--- src/rtpmv_pkg.sv ---
// shared types and constants of the rtp mpeg video packetizer
// no dependencies; imported by every module of the block
`timescale 1ns / 1ps
`default_nettype none

package rtpmv_pkg;

  // field widths
  localparam int BYTE_W = 8;
  localparam int LEN_W  = 16;
  localparam int PTS_W  = 48;
  localparam int PS_W   = 12;
  localparam int SEQ_W  = 16;
  localparam int TS_W   = 32;

  // rtp header constants
  localparam logic [7:0] RTP_VERSION   = 8'h80;
  localparam logic [7:0] PT_MPEG_VIDEO = 8'd32;
  localparam logic [7:0] MARKER_BIT    = 8'h80;
  localparam logic [7:0] SEQ_START_BIT = 8'h20;
  localparam logic [7:0] SEQ_HDR_CODE  = 8'hB3;
  localparam logic [7:0] START_CODE_LO = 8'h01;
  localparam int         HDR_LEN       = 16;

  // payload size register
  localparam logic [PS_W-1:0] PS_RESET = 12'd1456;
  localparam logic [PS_W-1:0] PS_MIN   = 12'd4;
  localparam int              PS_LIMIT = 4095;

  // timestamp divider: (pts * 9 + 50) / 100, four quotient bits a step
  localparam int DIV_W      = PTS_W + 4;
  localparam int DIV_RADIX  = 4;
  localparam int DIV_STEPS  = DIV_W / DIV_RADIX;
  localparam int DIV_CNT_W  = $clog2(DIV_STEPS + 1);
  localparam logic [7:0] DIV_DIVISOR = 8'd100;
  localparam logic [DIV_W-1:0] DIV_ROUND = DIV_W'(50);

  // command queue between front and back
  localparam int QDEPTH = 2;

  typedef struct packed {
    logic [BYTE_W-1:0] in_byte;
    logic [LEN_W-1:0]  unit_length;
    logic [PTS_W-1:0]  pts_us;
  } in_item_t;

  typedef struct packed {
    logic [BYTE_W-1:0] out_byte;
    logic              packet_last;
    logic              run_last;
  } out_item_t;

  // one command per accepted input byte that produces output
  typedef struct packed {
    logic                   hdr;        // emit a 16-byte header first
    logic                   marker;
    logic                   seq_flag;
    logic [SEQ_W-1:0]       seq;
    logic [TS_W-1:0]        ts;
    logic                   four;       // four payload bytes instead of one
    logic [3:0][BYTE_W-1:0] bytes;      // bytes[0] leaves first
    logic                   last_byte;  // final payload byte closes the packet
  } cmd_t;

endpackage

`default_nettype wire

--- src/rtp_mpeg_video_packetizer_unit.sv ---
// top level of the rtp mpeg video packetizer
// depends on rtpmv_pkg, rtpmv_front, rtpmv_fifo and rtpmv_back
`timescale 1ns / 1ps
`default_nettype none

// usage
//   input channel (in_valid / in_ready / in_data): one byte of an access unit per
//   transaction; unit_length and pts_us are sampled with the unit's first byte only
//   output channel (out_valid / out_ready / out_data): one packet byte per transaction,
//   16 header bytes then payload; packet_last marks the end of a packet and run_last
//   the last byte produced by one input byte
//   cfg_wr_en / cfg_wr_data: payload_size register, written only while idle (the user's
//   duty, not enforced); values below 4 act as 4, above MAX_PAYLOAD as MAX_PAYLOAD
// flow
//   an accepted byte passes the queue, then the output register, on its way out
//   a payload byte yields one output byte, a packet start 17, the fourth byte 20;
//   the output port sets the rate, one byte a cycle while out_ready is high: input
//   runs at one byte per cycle inside a packet and is held off while headers drain
//   the 90 khz timestamp comes from a divider started by the unit's first byte; the
//   fourth byte, or a byte opening a later packet, waits while the divider is busy
// reset and stalls
//   rst (synchronous) empties the queue, clears the sequence number and sets
//   payload_size to 1456; when out_ready is low the output holds and the two-entry
//   queue fills, then in_ready drops until the receiver takes data again
module rtp_mpeg_video_packetizer_unit #(
  parameter int MAX_PAYLOAD = 2048
) (
  input  wire                          clk,
  input  wire                          rst,
  input  wire                          in_valid,
  output logic                         in_ready,
  input  rtpmv_pkg::in_item_t          in_data,
  output logic                         out_valid,
  input  wire                          out_ready,
  output rtpmv_pkg::out_item_t         out_data,
  input  wire                          cfg_wr_en,
  input  wire [rtpmv_pkg::PS_W-1:0]    cfg_wr_data
);
  import rtpmv_pkg::*;

  logic [PS_W-1:0] payload_size;

  // command queue wiring
  logic q_push, q_not_full, q_pop, q_not_empty;
  cmd_t q_in, q_head;

  // payload size register
  always_ff @(posedge clk) begin
    if (rst) begin
      payload_size <= PS_RESET;
    end else if (cfg_wr_en) begin
      payload_size <= cfg_wr_data;
    end
  end

  // front: start code check, chunking, sequence numbers, timestamp
  rtpmv_front #(
    .MAX_PAYLOAD (MAX_PAYLOAD)
  ) u_front (
    .clk          (clk),
    .rst          (rst),
    .in_valid     (in_valid),
    .in_ready     (in_ready),
    .in_data      (in_data),
    .payload_size (payload_size),
    .q_ready      (q_not_full),
    .q_push       (q_push),
    .q_data       (q_in)
  );

  // decouples classification from byte serialization
  rtpmv_fifo u_fifo (
    .clk       (clk),
    .rst       (rst),
    .push      (q_push),
    .push_data (q_in),
    .not_full  (q_not_full),
    .pop       (q_pop),
    .not_empty (q_not_empty),
    .head      (q_head)
  );

  // back: header and payload bytes out through the output register
  rtpmv_back u_back (
    .clk       (clk),
    .rst       (rst),
    .cmd_valid (q_not_empty),
    .cmd       (q_head),
    .cmd_pop   (q_pop),
    .out_valid (out_valid),
    .out_ready (out_ready),
    .out_data  (out_data)
  );

endmodule

`default_nettype wire

--- src/rtpmv_ts_div.sv ---
// iterative divider turning microsecond pts into the 90 khz rtp timestamp
// depends on rtpmv_pkg
`timescale 1ns / 1ps
`default_nettype none

module rtpmv_ts_div (
  input  wire                          clk,
  input  wire                          rst,
  input  wire                          start,
  input  wire [rtpmv_pkg::PTS_W-1:0]   pts,
  output logic                         busy,
  output logic [rtpmv_pkg::TS_W-1:0]   ts
);
  import rtpmv_pkg::*;

  logic [DIV_W-1:0]     dvd;
  logic [6:0]           rem;
  logic [DIV_CNT_W-1:0] steps;
  logic [6:0]           rem_next;
  logic [TS_W-1:0]      ts_next;

  // four restoring steps per cycle on a remainder below 100
  always_comb begin
    logic [7:0] trial;
    rem_next = rem;
    ts_next  = ts;
    for (int i = 0; i < DIV_RADIX; i++) begin
      trial = {rem_next, dvd[DIV_W-1-i]};
      if (trial >= DIV_DIVISOR) begin
        rem_next = 7'(trial - DIV_DIVISOR);
        ts_next  = {ts_next[TS_W-2:0], 1'b1};
      end else begin
        rem_next = trial[6:0];
        ts_next  = {ts_next[TS_W-2:0], 1'b0};
      end
    end
  end

  always_ff @(posedge clk) begin
    if (rst) begin
      busy  <= 1'b0;
      steps <= '0;
    end else if (start) begin
      busy  <= 1'b1;
      steps <= DIV_CNT_W'(DIV_STEPS);
    end else if (busy) begin
      steps <= steps - 1'b1;
      busy  <= (steps != DIV_CNT_W'(1));
    end
  end

  always_ff @(posedge clk) begin
    if (start) begin
      dvd <= {pts, 3'b000} + {4'b0000, pts} + DIV_ROUND;
      rem <= '0;
      ts  <= '0;
    end else if (busy) begin
      dvd <= dvd << DIV_RADIX;
      rem <= rem_next;
      ts  <= ts_next;
    end
  end

endmodule

`default_nettype wire

--- src/rtpmv_front.sv ---
// front end: accepts unit bytes, checks the start code, cuts chunks, builds commands
// depends on rtpmv_pkg and rtpmv_ts_div
`timescale 1ns / 1ps
`default_nettype none

module rtpmv_front #(
  parameter int MAX_PAYLOAD = 2048
) (
  input  wire                         clk,
  input  wire                         rst,
  input  wire                         in_valid,
  output logic                        in_ready,
  input  rtpmv_pkg::in_item_t         in_data,
  input  wire [rtpmv_pkg::PS_W-1:0]   payload_size,
  input  wire                         q_ready,
  output logic                        q_push,
  output rtpmv_pkg::cmd_t             q_data
);
  import rtpmv_pkg::*;

  localparam int PsCap = (MAX_PAYLOAD > PS_LIMIT) ? PS_LIMIT : MAX_PAYLOAD;
  localparam logic [PS_W-1:0] PS_CAP = PS_W'(PsCap);

  logic [LEN_W-1:0]       unit_rem, unit_rem_next;
  logic [PS_W-1:0]        chunk_rem, chunk_rem_next;
  logic [2:0]             head_count, head_count_next;
  logic [3:0][BYTE_W-1:0] head_bytes, head_bytes_next;
  logic                   dropping, dropping_next;
  logic [SEQ_W-1:0]       seq, seq_next;

  logic             div_start, div_busy;
  logic [TS_W-1:0]  ts;

  logic             starting, drop, stall_hdr, first_hdr;
  logic [LEN_W-1:0] rem, hrem;
  logic [2:0]       hc;
  logic [PS_W-1:0]  ps, size;
  logic             marker;

  rtpmv_ts_div u_div (
    .clk   (clk),
    .rst   (rst),
    .start (div_start),
    .pts   (in_data.pts_us),
    .busy  (div_busy),
    .ts    (ts)
  );

  // effective payload size
  always_comb begin
    if (payload_size < PS_MIN) begin
      ps = PS_MIN;
    end else if (payload_size > PS_CAP) begin
      ps = PS_CAP;
    end else begin
      ps = payload_size;
    end
  end

  assign starting  = (unit_rem == '0);
  assign rem       = starting ? in_data.unit_length : unit_rem;
  assign drop      = starting ? (in_data.unit_length < LEN_W'(4)) : dropping;
  assign hc        = starting ? 3'd0 : head_count;
  assign first_hdr = (hc == 3'd3);
  // the fourth byte's header covers the whole unit
  assign hrem      = first_hdr ? (rem + LEN_W'(3)) : rem;
  assign size      = (hrem < LEN_W'(ps)) ? hrem[PS_W-1:0] : ps;
  assign marker    = (hrem <= LEN_W'(ps));

  // a header needs the timestamp of the running unit
  assign stall_hdr = !starting && !dropping && div_busy &&
                     ((head_count == 3'd3) || ((head_count == 3'd4) && (chunk_rem == '0)));
  assign in_ready  = q_ready && !stall_hdr;

  always_comb begin
    unit_rem_next   = unit_rem;
    chunk_rem_next  = chunk_rem;
    head_count_next = head_count;
    head_bytes_next = head_bytes;
    dropping_next   = dropping;
    seq_next        = seq;
    div_start       = 1'b0;
    q_push          = 1'b0;
    q_data          = '0;
    q_data.ts       = ts;
    q_data.seq      = seq;
    q_data.marker   = marker;
    q_data.bytes[0] = in_data.in_byte;

    if (in_valid && in_ready && !(starting && (in_data.unit_length == '0))) begin
      if (starting) begin
        div_start      = 1'b1;
        chunk_rem_next = '0;
      end
      unit_rem_next   = rem - 1'b1;
      dropping_next   = drop;
      head_count_next = hc;
      if (!drop) begin
        if (hc < 3'd4) begin
          head_count_next = hc + 1'b1;
          head_bytes_next[hc[1:0]] = in_data.in_byte;
          if (first_hdr) begin
            if ((head_bytes[0] != '0) || (head_bytes[1] != '0) ||
                (head_bytes[2] != START_CODE_LO)) begin
              dropping_next = 1'b1;
            end else begin
              q_push            = 1'b1;
              q_data.hdr        = 1'b1;
              q_data.seq_flag   = (in_data.in_byte == SEQ_HDR_CODE);
              q_data.four       = 1'b1;
              q_data.bytes[0]   = head_bytes[0];
              q_data.bytes[1]   = head_bytes[1];
              q_data.bytes[2]   = head_bytes[2];
              q_data.bytes[3]   = in_data.in_byte;
              q_data.last_byte  = (size == PS_W'(4));
              chunk_rem_next    = size - PS_W'(4);
              seq_next          = seq + 1'b1;
            end
          end
        end else begin
          q_push = 1'b1;
          if (chunk_rem == '0) begin
            q_data.hdr       = 1'b1;
            q_data.last_byte = (size == PS_W'(1));
            chunk_rem_next   = size - 1'b1;
            seq_next         = seq + 1'b1;
          end else begin
            q_data.last_byte = (chunk_rem == PS_W'(1));
            chunk_rem_next   = chunk_rem - 1'b1;
          end
        end
      end
    end
  end

  always_ff @(posedge clk) begin
    if (rst) begin
      unit_rem   <= '0;
      chunk_rem  <= '0;
      head_count <= '0;
      head_bytes <= '0;
      dropping   <= 1'b0;
      seq        <= '0;
    end else begin
      unit_rem   <= unit_rem_next;
      chunk_rem  <= chunk_rem_next;
      head_count <= head_count_next;
      head_bytes <= head_bytes_next;
      dropping   <= dropping_next;
      seq        <= seq_next;
    end
  end

endmodule

`default_nettype wire

--- src/rtpmv_fifo.sv ---
// two-entry command queue between front and back
// depends on rtpmv_pkg
`timescale 1ns / 1ps
`default_nettype none

module rtpmv_fifo (
  input  wire               clk,
  input  wire               rst,
  input  wire               push,
  input  rtpmv_pkg::cmd_t   push_data,
  output logic              not_full,
  input  wire               pop,
  output logic              not_empty,
  output rtpmv_pkg::cmd_t   head
);
  import rtpmv_pkg::*;

  localparam int PTR_W = $clog2(QDEPTH);

  cmd_t               slots [QDEPTH];
  logic [PTR_W-1:0]   wr_ptr, rd_ptr;
  logic [PTR_W:0]     count;

  assign not_full  = (count != (PTR_W+1)'(QDEPTH));
  assign not_empty = (count != '0);
  assign head      = slots[rd_ptr];

  always_ff @(posedge clk) begin
    if (rst) begin
      wr_ptr <= '0;
      rd_ptr <= '0;
      count  <= '0;
    end else begin
      if (push) begin
        wr_ptr <= wr_ptr + 1'b1;
      end
      if (pop) begin
        rd_ptr <= rd_ptr + 1'b1;
      end
      if (push && !pop) begin
        count <= count + 1'b1;
      end else if (pop && !push) begin
        count <= count - 1'b1;
      end
    end
  end

  always_ff @(posedge clk) begin
    if (push) begin
      slots[wr_ptr] <= push_data;
    end
  end

endmodule

`default_nettype wire

--- src/rtpmv_back.sv ---
// back end: serializes one command into header and payload bytes
// depends on rtpmv_pkg
`timescale 1ns / 1ps
`default_nettype none

module rtpmv_back (
  input  wire                   clk,
  input  wire                   rst,
  input  wire                   cmd_valid,
  input  rtpmv_pkg::cmd_t       cmd,
  output logic                  cmd_pop,
  output logic                  out_valid,
  input  wire                   out_ready,
  output rtpmv_pkg::out_item_t  out_data
);
  import rtpmv_pkg::*;

  logic [4:0]        pos;
  logic [4:0]        hdr_len, last_pos;
  logic [4:0]        pay_pos;
  logic              in_hdr, is_last, load;
  logic [BYTE_W-1:0] hdr_byte, cur_byte;

  assign hdr_len  = cmd.hdr ? 5'(HDR_LEN) : 5'd0;
  assign last_pos = hdr_len + (cmd.four ? 5'd3 : 5'd0);
  assign in_hdr   = cmd.hdr && (pos < 5'(HDR_LEN));
  assign pay_pos  = pos - hdr_len;
  assign is_last  = (pos == last_pos);
  assign load     = cmd_valid && (!out_valid || out_ready);
  assign cmd_pop  = load && is_last;

  always_comb begin
    case (pos[3:0])
      4'd0:    hdr_byte = RTP_VERSION;
      4'd1:    hdr_byte = PT_MPEG_VIDEO | (cmd.marker ? MARKER_BIT : 8'h00);
      4'd2:    hdr_byte = cmd.seq[15:8];
      4'd3:    hdr_byte = cmd.seq[7:0];
      4'd4:    hdr_byte = cmd.ts[31:24];
      4'd5:    hdr_byte = cmd.ts[23:16];
      4'd6:    hdr_byte = cmd.ts[15:8];
      4'd7:    hdr_byte = cmd.ts[7:0];
      4'd14:   hdr_byte = cmd.seq_flag ? SEQ_START_BIT : 8'h00;
      default: hdr_byte = 8'h00;
    endcase
  end

  assign cur_byte = in_hdr ? hdr_byte : cmd.bytes[pay_pos[1:0]];

  always_ff @(posedge clk) begin
    if (rst) begin
      pos       <= '0;
      out_valid <= 1'b0;
    end else if (load) begin
      out_valid <= 1'b1;
      pos       <= is_last ? 5'd0 : pos + 1'b1;
    end else if (out_ready) begin
      out_valid <= 1'b0;
    end
  end

  always_ff @(posedge clk) begin
    if (load) begin
      out_data.out_byte    <= cur_byte;
      out_data.packet_last <= is_last && cmd.last_byte;
      out_data.run_last    <= is_last;
    end
  end

endmodule

`default_nettype wire

--- config.mk ---
export PLATFORM = sky130hd
export DESIGN_NAME = rtp_mpeg_video_packetizer_unit
export DESIGN_NICKNAME = d
export VERILOG_FILES = /design/src/rtpmv_pkg.sv /design/src/rtp_mpeg_video_packetizer_unit.sv /design/src/rtpmv_ts_div.sv /design/src/rtpmv_front.sv /design/src/rtpmv_fifo.sv /design/src/rtpmv_back.sv
export SDC_FILE = /design/constraint.sdc
export NUM_CORES = 1
export LEC_CHECK = 0
export CORE_ASPECT_RATIO = 1.25
export CORE_MARGIN = 2
export CORE_UTILIZATION = 40
export CTS_CLUSTER_DIAMETER = 60
export DETAILED_ROUTE_END_ITERATION = 16
export DONT_BUFFER_PORTS = 1
export SYNTH_ARGS = -nofsm -noshare
export SYNTH_HDL_FRONTEND = slang
export SYNTH_SLANG_ARGS = --single-unit
--- constraint.sdc ---
create_clock -name clk -period 15.7 [get_ports clk]
set_clock_uncertainty 0.2 [all_clocks]
set_input_delay 1.57 -clock clk [delete_from_list [all_inputs] [get_ports clk]]
set_output_delay 1.57 -clock clk [all_outputs]
set_load 0.02 [all_outputs]
==> results of run 1 <==
## synth_stat cells, drive strengths merged, types with 7 or more instances
library cell	instances
mux2i	110
nand2b	14
o21bai	15
and3	22
a211oi	13
o211ai	13
clkbuf	73
xnor2	50
and4	7
nor4	28
a21o	41
xor2	47
dfxtp	139
a221oi	8
o31ai	11
inv	60
edfxtp	232
nand2	205
o21a	16
nor2b	29
ha	130
a22oi	9
and2	26
nand3	62
or3	11
o22ai	37
mux4	16
a31oi	16
buf	20
nand4	23
a21oi	143
nor3	39
o21ai	108
or4	10
nor2	183
a211o	9
mux2	12
## metrics by stage
step / instances / power (µW) / area (µm²) / utilization / worst slack [ps]
6_report: 2775 / 3949 / 23060 / 0.4463 / 7806
5_1_grt: 2775 / 4214 / 23060 / 0.4463 / 7169
4_1_cts: 2773 / 3970 / 23050 / 0.4462 / 7877
3_5_place_dp: 2698 / 3005 / 21700 / 0.4201 / 7935
3_3_place_gp: 2698 / 2981 / 21700 / 0.4201 / 8162
2_1_floorplan: 2108 / 2606 / 21090 / - / 8598
## state kept, by name, indices dropped and copies added, names as in the netlist, 2 cells and up, named ones only
signal,cells
u_front.head_bytes,24
u_back.pos,5
u_front.u_div.rem,7
u_front.seq,16
u_fifo.slots,170
payload_size,12
u_front.u_div.steps,4
u_back.out_data,10
u_front.chunk_rem,12
u_fifo.count,2
u_front.unit_rem,16
u_front.head_count,3
u_front.u_div.ts,32
u_front.u_div.dvd,52
## power by group through the flow
stage	Sequential, µW	Clock, µW	Combinational [µW]
2_1_floorplan	1340	0	1270
3_3_place_gp	1380	0	1600
3_5_place_dp	1380	0	1620
4_1_cts	1360	978	1630
5_1_grt	1380	1020	1810
6_report	1360	953	1630
## worst max-delay path: cells and delay by family, from the launching register on
kind | cells | cell delay [ps]
and+or+nand+nor | 10 | 2530
AOI/OAI and AO/OA | 8 | 1910
adders and majority gates | 3 | 1010
muxes | 2 | 750
xor gates and xnor gates | 2 | 580
DFF | 1 | 420
buffers and inverters | 2 | 340
## area by class of cell
cell class	count	area, µm²
fillers	4957	28610
multi-input cells	1582	10750
flip-flops and latches	371	9754
clock buffers	55	1170
well taps	665	832.0
inverters	62	232.7
clock inverters	20	177.7
repair buffers	18	135.1
diodes	2	5.005
## per-layer routing
| metal | share of wire | vias up | GRT usage |
|---|---|---|---|
| met2 | 0.49 | 357 | 0.3377 |
| met4 | 0.030 | 0 | 0.06726 |
| met5 | 0 | - | 0 |
| li1 | - | 7719 | - |
| met3 | 0.043 | 93 | 0.03043 |
| met1 | 0.43 | 7544 | 0.2385 |
## placed cells by master, fill, tap and decap left out, types with 7 or more instances in the layout
cell / synthesis / routed
edfxtp_1: 232 / 232
nand2_1: 205 / 203
nor2_1: 182 / 180
a21oi_1: 142 / 142
dfxtp_1: 139 / 137
ha_1: 130 / 130
mux2i_1: 110 / 110
o21ai_0: 107 / 107
nand3_1: 62 / 62
inv_1: 59 / 59
xnor2_1: 50 / 50
xor2_1: 47 / 47
clkbuf_16: 0 / 42
a21o_1: 41 / 41
nor3_1: 39 / 39
o22ai_1: 37 / 37
conb_1: 1 / 30
nor2b_1: 29 / 29
nor4_1: 26 / 26
nand4_1: 23 / 23
and2_1: 24 / 23
and3_1: 22 / 22
buf_4: 4 / 18
o21a_1: 16 / 16
a31oi_1: 16 / 16
mux4_2: 16 / 16
o21bai_1: 15 / 15
nand2b_1: 14 / 14
o211ai_1: 13 / 13
a211oi_1: 13 / 13
or3_1: 11 / 11
mux2_2: 11 / 11
a22oi_1: 9 / 9
a211o_1: 9 / 9
o31ai_1: 9 / 9
a221oi_1: 8 / 8
and4_1: 7 / 7
clkbuf_8: 0 / 7
clkinv_2: 0 / 7
## logic make-up (layout without fill, tap and decap cells)
family,Yosys count,count (layout)
muxes,138,138
buffers and inverters,155,155
adders and majority gates,130,130
other,1,32
xor gates and xnor gates,97,97
AOI/OAI and AO/OA,503,503
DFF,371,371
and+or+nand+nor,684,684
## worst min-delay path by stage
stage | end | depth (start not counted) | slack, ps | start
floorplan | u_fifo.slots[0][62] | 0 | 220 | u_front.u_div.ts[28]
global placement | u_fifo.slots[1][65] | 0 | 230 | u_front.u_div.ts[31]
detailed placement | u_front.head_bytes[16] | 2 | 240 | u_front.head_bytes[16]
CTS | u_front.head_bytes[16] | 2 | 250 | u_front.head_bytes[16]
global route | u_front.head_bytes[8] | 2 | 260 | u_front.head_bytes[8]
finish | u_front.head_bytes[16] | 2 | 250 | u_front.head_bytes[16]
==> flow_summary.json, run 1 <==
{
  "status": "finished clean",
  "grt_pass1_vias": 15640,
  "yosysSeqAreaShare": 0.4646,
  "swShare": 0.3887,
  "syn_avg_cell_area_um2": 10.09,
  "yosysWarnings": 0,
  "cts_sinks": 371,
  "place_congestion": 0.8554,
  "period_minus_slack_ps": 7894,
  "comb_power_share": 0.414,
  "synth_top_family_by_area": "simple AND/OR/NAND/NOR gates",
  "switching_power_uw": 1535,
  "io_buffers": 0,
  "clkTransAtPathRegs_ps": 60,
  "synth_top_area_share": 0.3320,
  "p_leak_uw": 0.008575,
  "grt_max_degree": 103,
  "synth.area.top_cells": "edfxtp_1 33%, dfxtp_1 13%, ha_1 7.8%, mux2i_1 5.2%, nand2_1 3.7%",
  "drc": 0,
  "synthCells": 2079,
  "area_delta_synth_final_pct": 9.868,
  "ios": 101,
  "drtPass1Iterations": 6,
  "wl_per_cell_um": 18.95,
  "viasPerCell": 5.662,
  "startpoint": "u_front.unit_rem[4]",
  "max_freq_mhz": 126.7,
  "r2r_slack_ps": 7810,
  "rsz0062_at_grt": "false",
  "drt_iter0_markers": 1085,
  "dieArea_mm2": 0.05432,
  "vias": 15710,
  "routed_wl_um": 52590,
  "relSlewSlack": 0.2998,
  "clk_path_buf_depth": 3,
  "regToRegStartpoint": "u_front.unit_rem[4]",
  "internal-power_uw": 2414,
  "cts_made_buffers": 41,
  "hold_viol_final": 0,
  "ys_ff_latch": 371,
  "dp_hpwl_um": 37460,
  "syn_area_mm2": 0.02099,
  "setup_violations": 0,
  "cts_root_buf": "clkbuf_16",
  "path_class": "register to register",
  "reg2regPathDepth": 27,
  "hp-class": "register to register",
  "coreArea_mm2": 0.05166,
  "cts_tree": "built",
  "rows": 93,
  "worst_pin_slew_ps": 1048,
  "ctsResizeCount": 0,
  "synthDistinctLibCells": 90,
  "async_reset_ff_frac": 0,
  "antenna_found_initial": 2,
  "die_width_um": 208.9,
  "slew_violations": 0,
  "slowest_stage": "nor2_2",
  "startpoint_type": "register",
  "final_antenna_net_count": 0,
  "fp.dieH_um": 260.1,
  "critPathRequiredTime_ps": 15930,
  "postCtsSetupBuffers": 0,
  "holdWs_ps": 247.1,
  "synth-compound-area-share": 0.1541,
  "htreeDepth": 2,
  "setup_tns_ps": 0,
  "synth_mux_area_frac": 0.07608,
  "postCtsHoldBufs": 0,
  "grt_usage": 0.1918,
  "worst-path-max-fanout": 24,
  "clock_power_share": 0.241,
  "synth_xor_area_frac": 0.04048,
  "clkLatencyLatePin_ps": 560,
  "grt_overflow": 0,
  "endpoint_kind": "register",
  "start_util": 0.4062,
  "drive_gt1_frac": 0.06689,
  "ir_drop_uv": 98.43,
  "synth_simple_gate_area_frac": 0.1574,
  "slowest_delay_ps": 700,
  "ys.flop_type": "edfxtp_1",
  "crit_end": "u_front.chunk_rem[10]",
  "r2r_end": "u_front.chunk_rem[10]",
  "grt_pass1_wl_um": 84410,
  "drv_cap": 0,
  "cp.arrival_ps": 8130,
  "sequentialPowerShare": 0.345,
  "yosys.area_share.adder": 0.07751,
  "yosysTopAreaCell": "edfxtp_1",
  "powerDensity_mw_per_mm2": 171.3,
  "synth-edff-count": 232,
  "finalCritPeriodShare": 0.5028,
  "final_nets": 2295
}
(Power assumes the default switching activity.)
==> run 2, diff against run 1 <==
==> constraint.sdc (replaced) <==
create_clock -name clk -period 6.3 [get_ports clk]
set_clock_uncertainty 0.2 [all_clocks]
set_input_delay 0.63 -clock clk [delete_from_list [all_inputs] [get_ports clk]]
set_output_delay 0.63 -clock clk [all_outputs]
set_load 0.02 [all_outputs]
==> flow_summary.json, run 2 (synthesis gave the netlist of run 1 again) <==
{
  "endpoint_kind": "register",
  "clkTransAtPathRegs_ps": 60,
  "finalCritPeriodShare": 0.9368,
  "largest-register": "u_fifo.slots",
  "fp.dieH_um": 260.1,
  "slew_violations": 0,
  "final_common_cell": "edfxtp_1",
  "wl_per_cell_um": 19.22,
  "grt_pass1_vias": 16030,
  "dp_hpwl_um": 38420,
  "clkLatencyLatePin_ps": 560,
  "clk_path_buf_depth": 3,
  "hp-class": "input pin to register",
  "rows": 93,
  "coreArea_mm2": 0.05166,
  "cts_tree": "built",
  "powerDensity_mw_per_mm2": 427.0,
  "max_freq_mhz": 169.4,
  "grt_pass1_wl_um": 86590,
  "die_width_um": 208.9,
  "grt_max_degree": 91,
  "htreeDepth": 2,
  "viasPerCell": 5.694,
  "cts_sinks": 371,
  "setup_tns_ps": 0,
  "path_class": "register to register",
  "n_antenna_cell": 0,
  "start_util": 0.4062,
  "startpoint_type": "register",
  "vias": 16100,
  "routed_wl_um": 54350,
  "final_antenna_net_count": 0,
  "setup_violations": 0,
  "grt_usage": 0.1992,
  "drive_gt1_frac": 0.08414,
  "place_congestion": 0.8758,
  "drt_iter0_markers": 949,
  "ir_drop_uv": 301.1,
  "critPathRequiredTime_ps": 6530,
  "p_leak_uw": 0.008845,
  "cp.arrival_ps": 6130,
  "rsz0062_at_grt": "false",
  "area_delta_synth_final_pct": 12.52,
  "drtPass1Iterations": 6,
  "largest_reg_flops": 170,
  "antenna_found_initial": 0,
  "drc": 0,
  "cts_root_buf": "clkbuf_16",
  "drv_cap": 0,
  "final_nets": 2350,
  "worst_pin_slew_ps": 1068,
  "grt_overflow": 0,
  "relSlewSlack": 0.2872,
  "cts_made_buffers": 41,
  "period_minus_slack_ps": 5902,
  "status": "finished clean",
  "io_buffers": 0,
  "worst-path-max-fanout": 6,
  "ios": 101,
  "hold_viol_final": 0,
  "dieArea_mm2": 0.05432,
  "fin_util": 0.4570,
  "final_cell_mix": "232 x edfxtp_1, 203 x nand2_1, 180 x nor2_1, 142 x a21oi_1, 136 x dfxtp_1",
  "biggestRegsByFlops": "u_fifo.slots (170), u_front.u_div.dvd (52), u_front.u_div.ts (32)"
}
## run 2: worst paths after layout
path	slack (ps)	end	cells past startpoint	startpoint
worst min register to register	250	u_front.head_bytes[12]	2	u_front.head_bytes[12]
worst max-delay path	400	u_front.chunk_rem[10]	26	u_front.unit_rem[7]
worst min-delay path	20	payload_size[6]	2	cfg_wr_data[6]
worst max register to register	400	u_front.chunk_rem[10]	26	u_front.unit_rem[7]
## run 2: area by class of cell
cell class / count / area, µm²
repair buffers: 73 / 640.6
clock buffers: 62 / 1175
inverters: 62 / 232.7
fillers: 4953 / 28050
multi-input cells: 1582 / 10840
clock inverters: 13 / 135.1
well taps: 665 / 832.0
flip-flops and latches: 371 / 9756
## run 2: stage by stage
step	setup slack (ps)	power (µW)	hold WS, ps	cell area [µm²]	std cells
final	398.0	10080	24.18	23610	2828
after floorplan	-120.3	6540	224.9	21140	2108
after global placement	271.3	7593	235.0	21920	2720
after detailed placement	91.67	7637	240.8	21920	2720
after CTS	66.51	10040	0.5942	23500	2820
after global routing	16.89	10770	9.657	23610	2828
## run 2: layer usage
layer / vias to the layer above / track usage / wire length, µm
met5: - / 0 / 0
met4: 0 / 0.07778 / 1916
met3: 114 / 0.02608 / 2348
met2: 428 / 0.3526 / 27030
met1: 7716 / 0.2465 / 23050
li1: 7846 / - / -
## run 2: worst max-delay path: stages (launching register included)
cell and delay, ps:
dfxtp_1 420, nor4_4 60, buf_4 150, nand4_1 160, and2_1 220, ha_1 230
nand4b_1 220, a221oi_2 330, a31oi_2 190, nor3_1 270, xnor2_1 140, ha_1 340
and4_1 170, and2_1 170, nand2_1 80, a21oi_1 50, a211o_1 290, or2_1 350
o21ai_2 200, ha_2 250, and2_1 170, o21ai_0 150, mux2i_2 280, nand2_1 150
xor2_1 180, o221ai_1 190, o21ai_0 120
## run 2: repair_timing
action                                  CTS  global route
endpoints found under the hold margin    90             0
resized for setup                         0            12
setup buffers                             0             8
hold buffers                             25             0
endpoints found under the setup margin    0             7
## run 2: report_power, final
part           internal [µW]  switching (µW)  total, µW
clock network           1380             968       2350
logic                   1670            2690       4360
registers               3130             252       3380
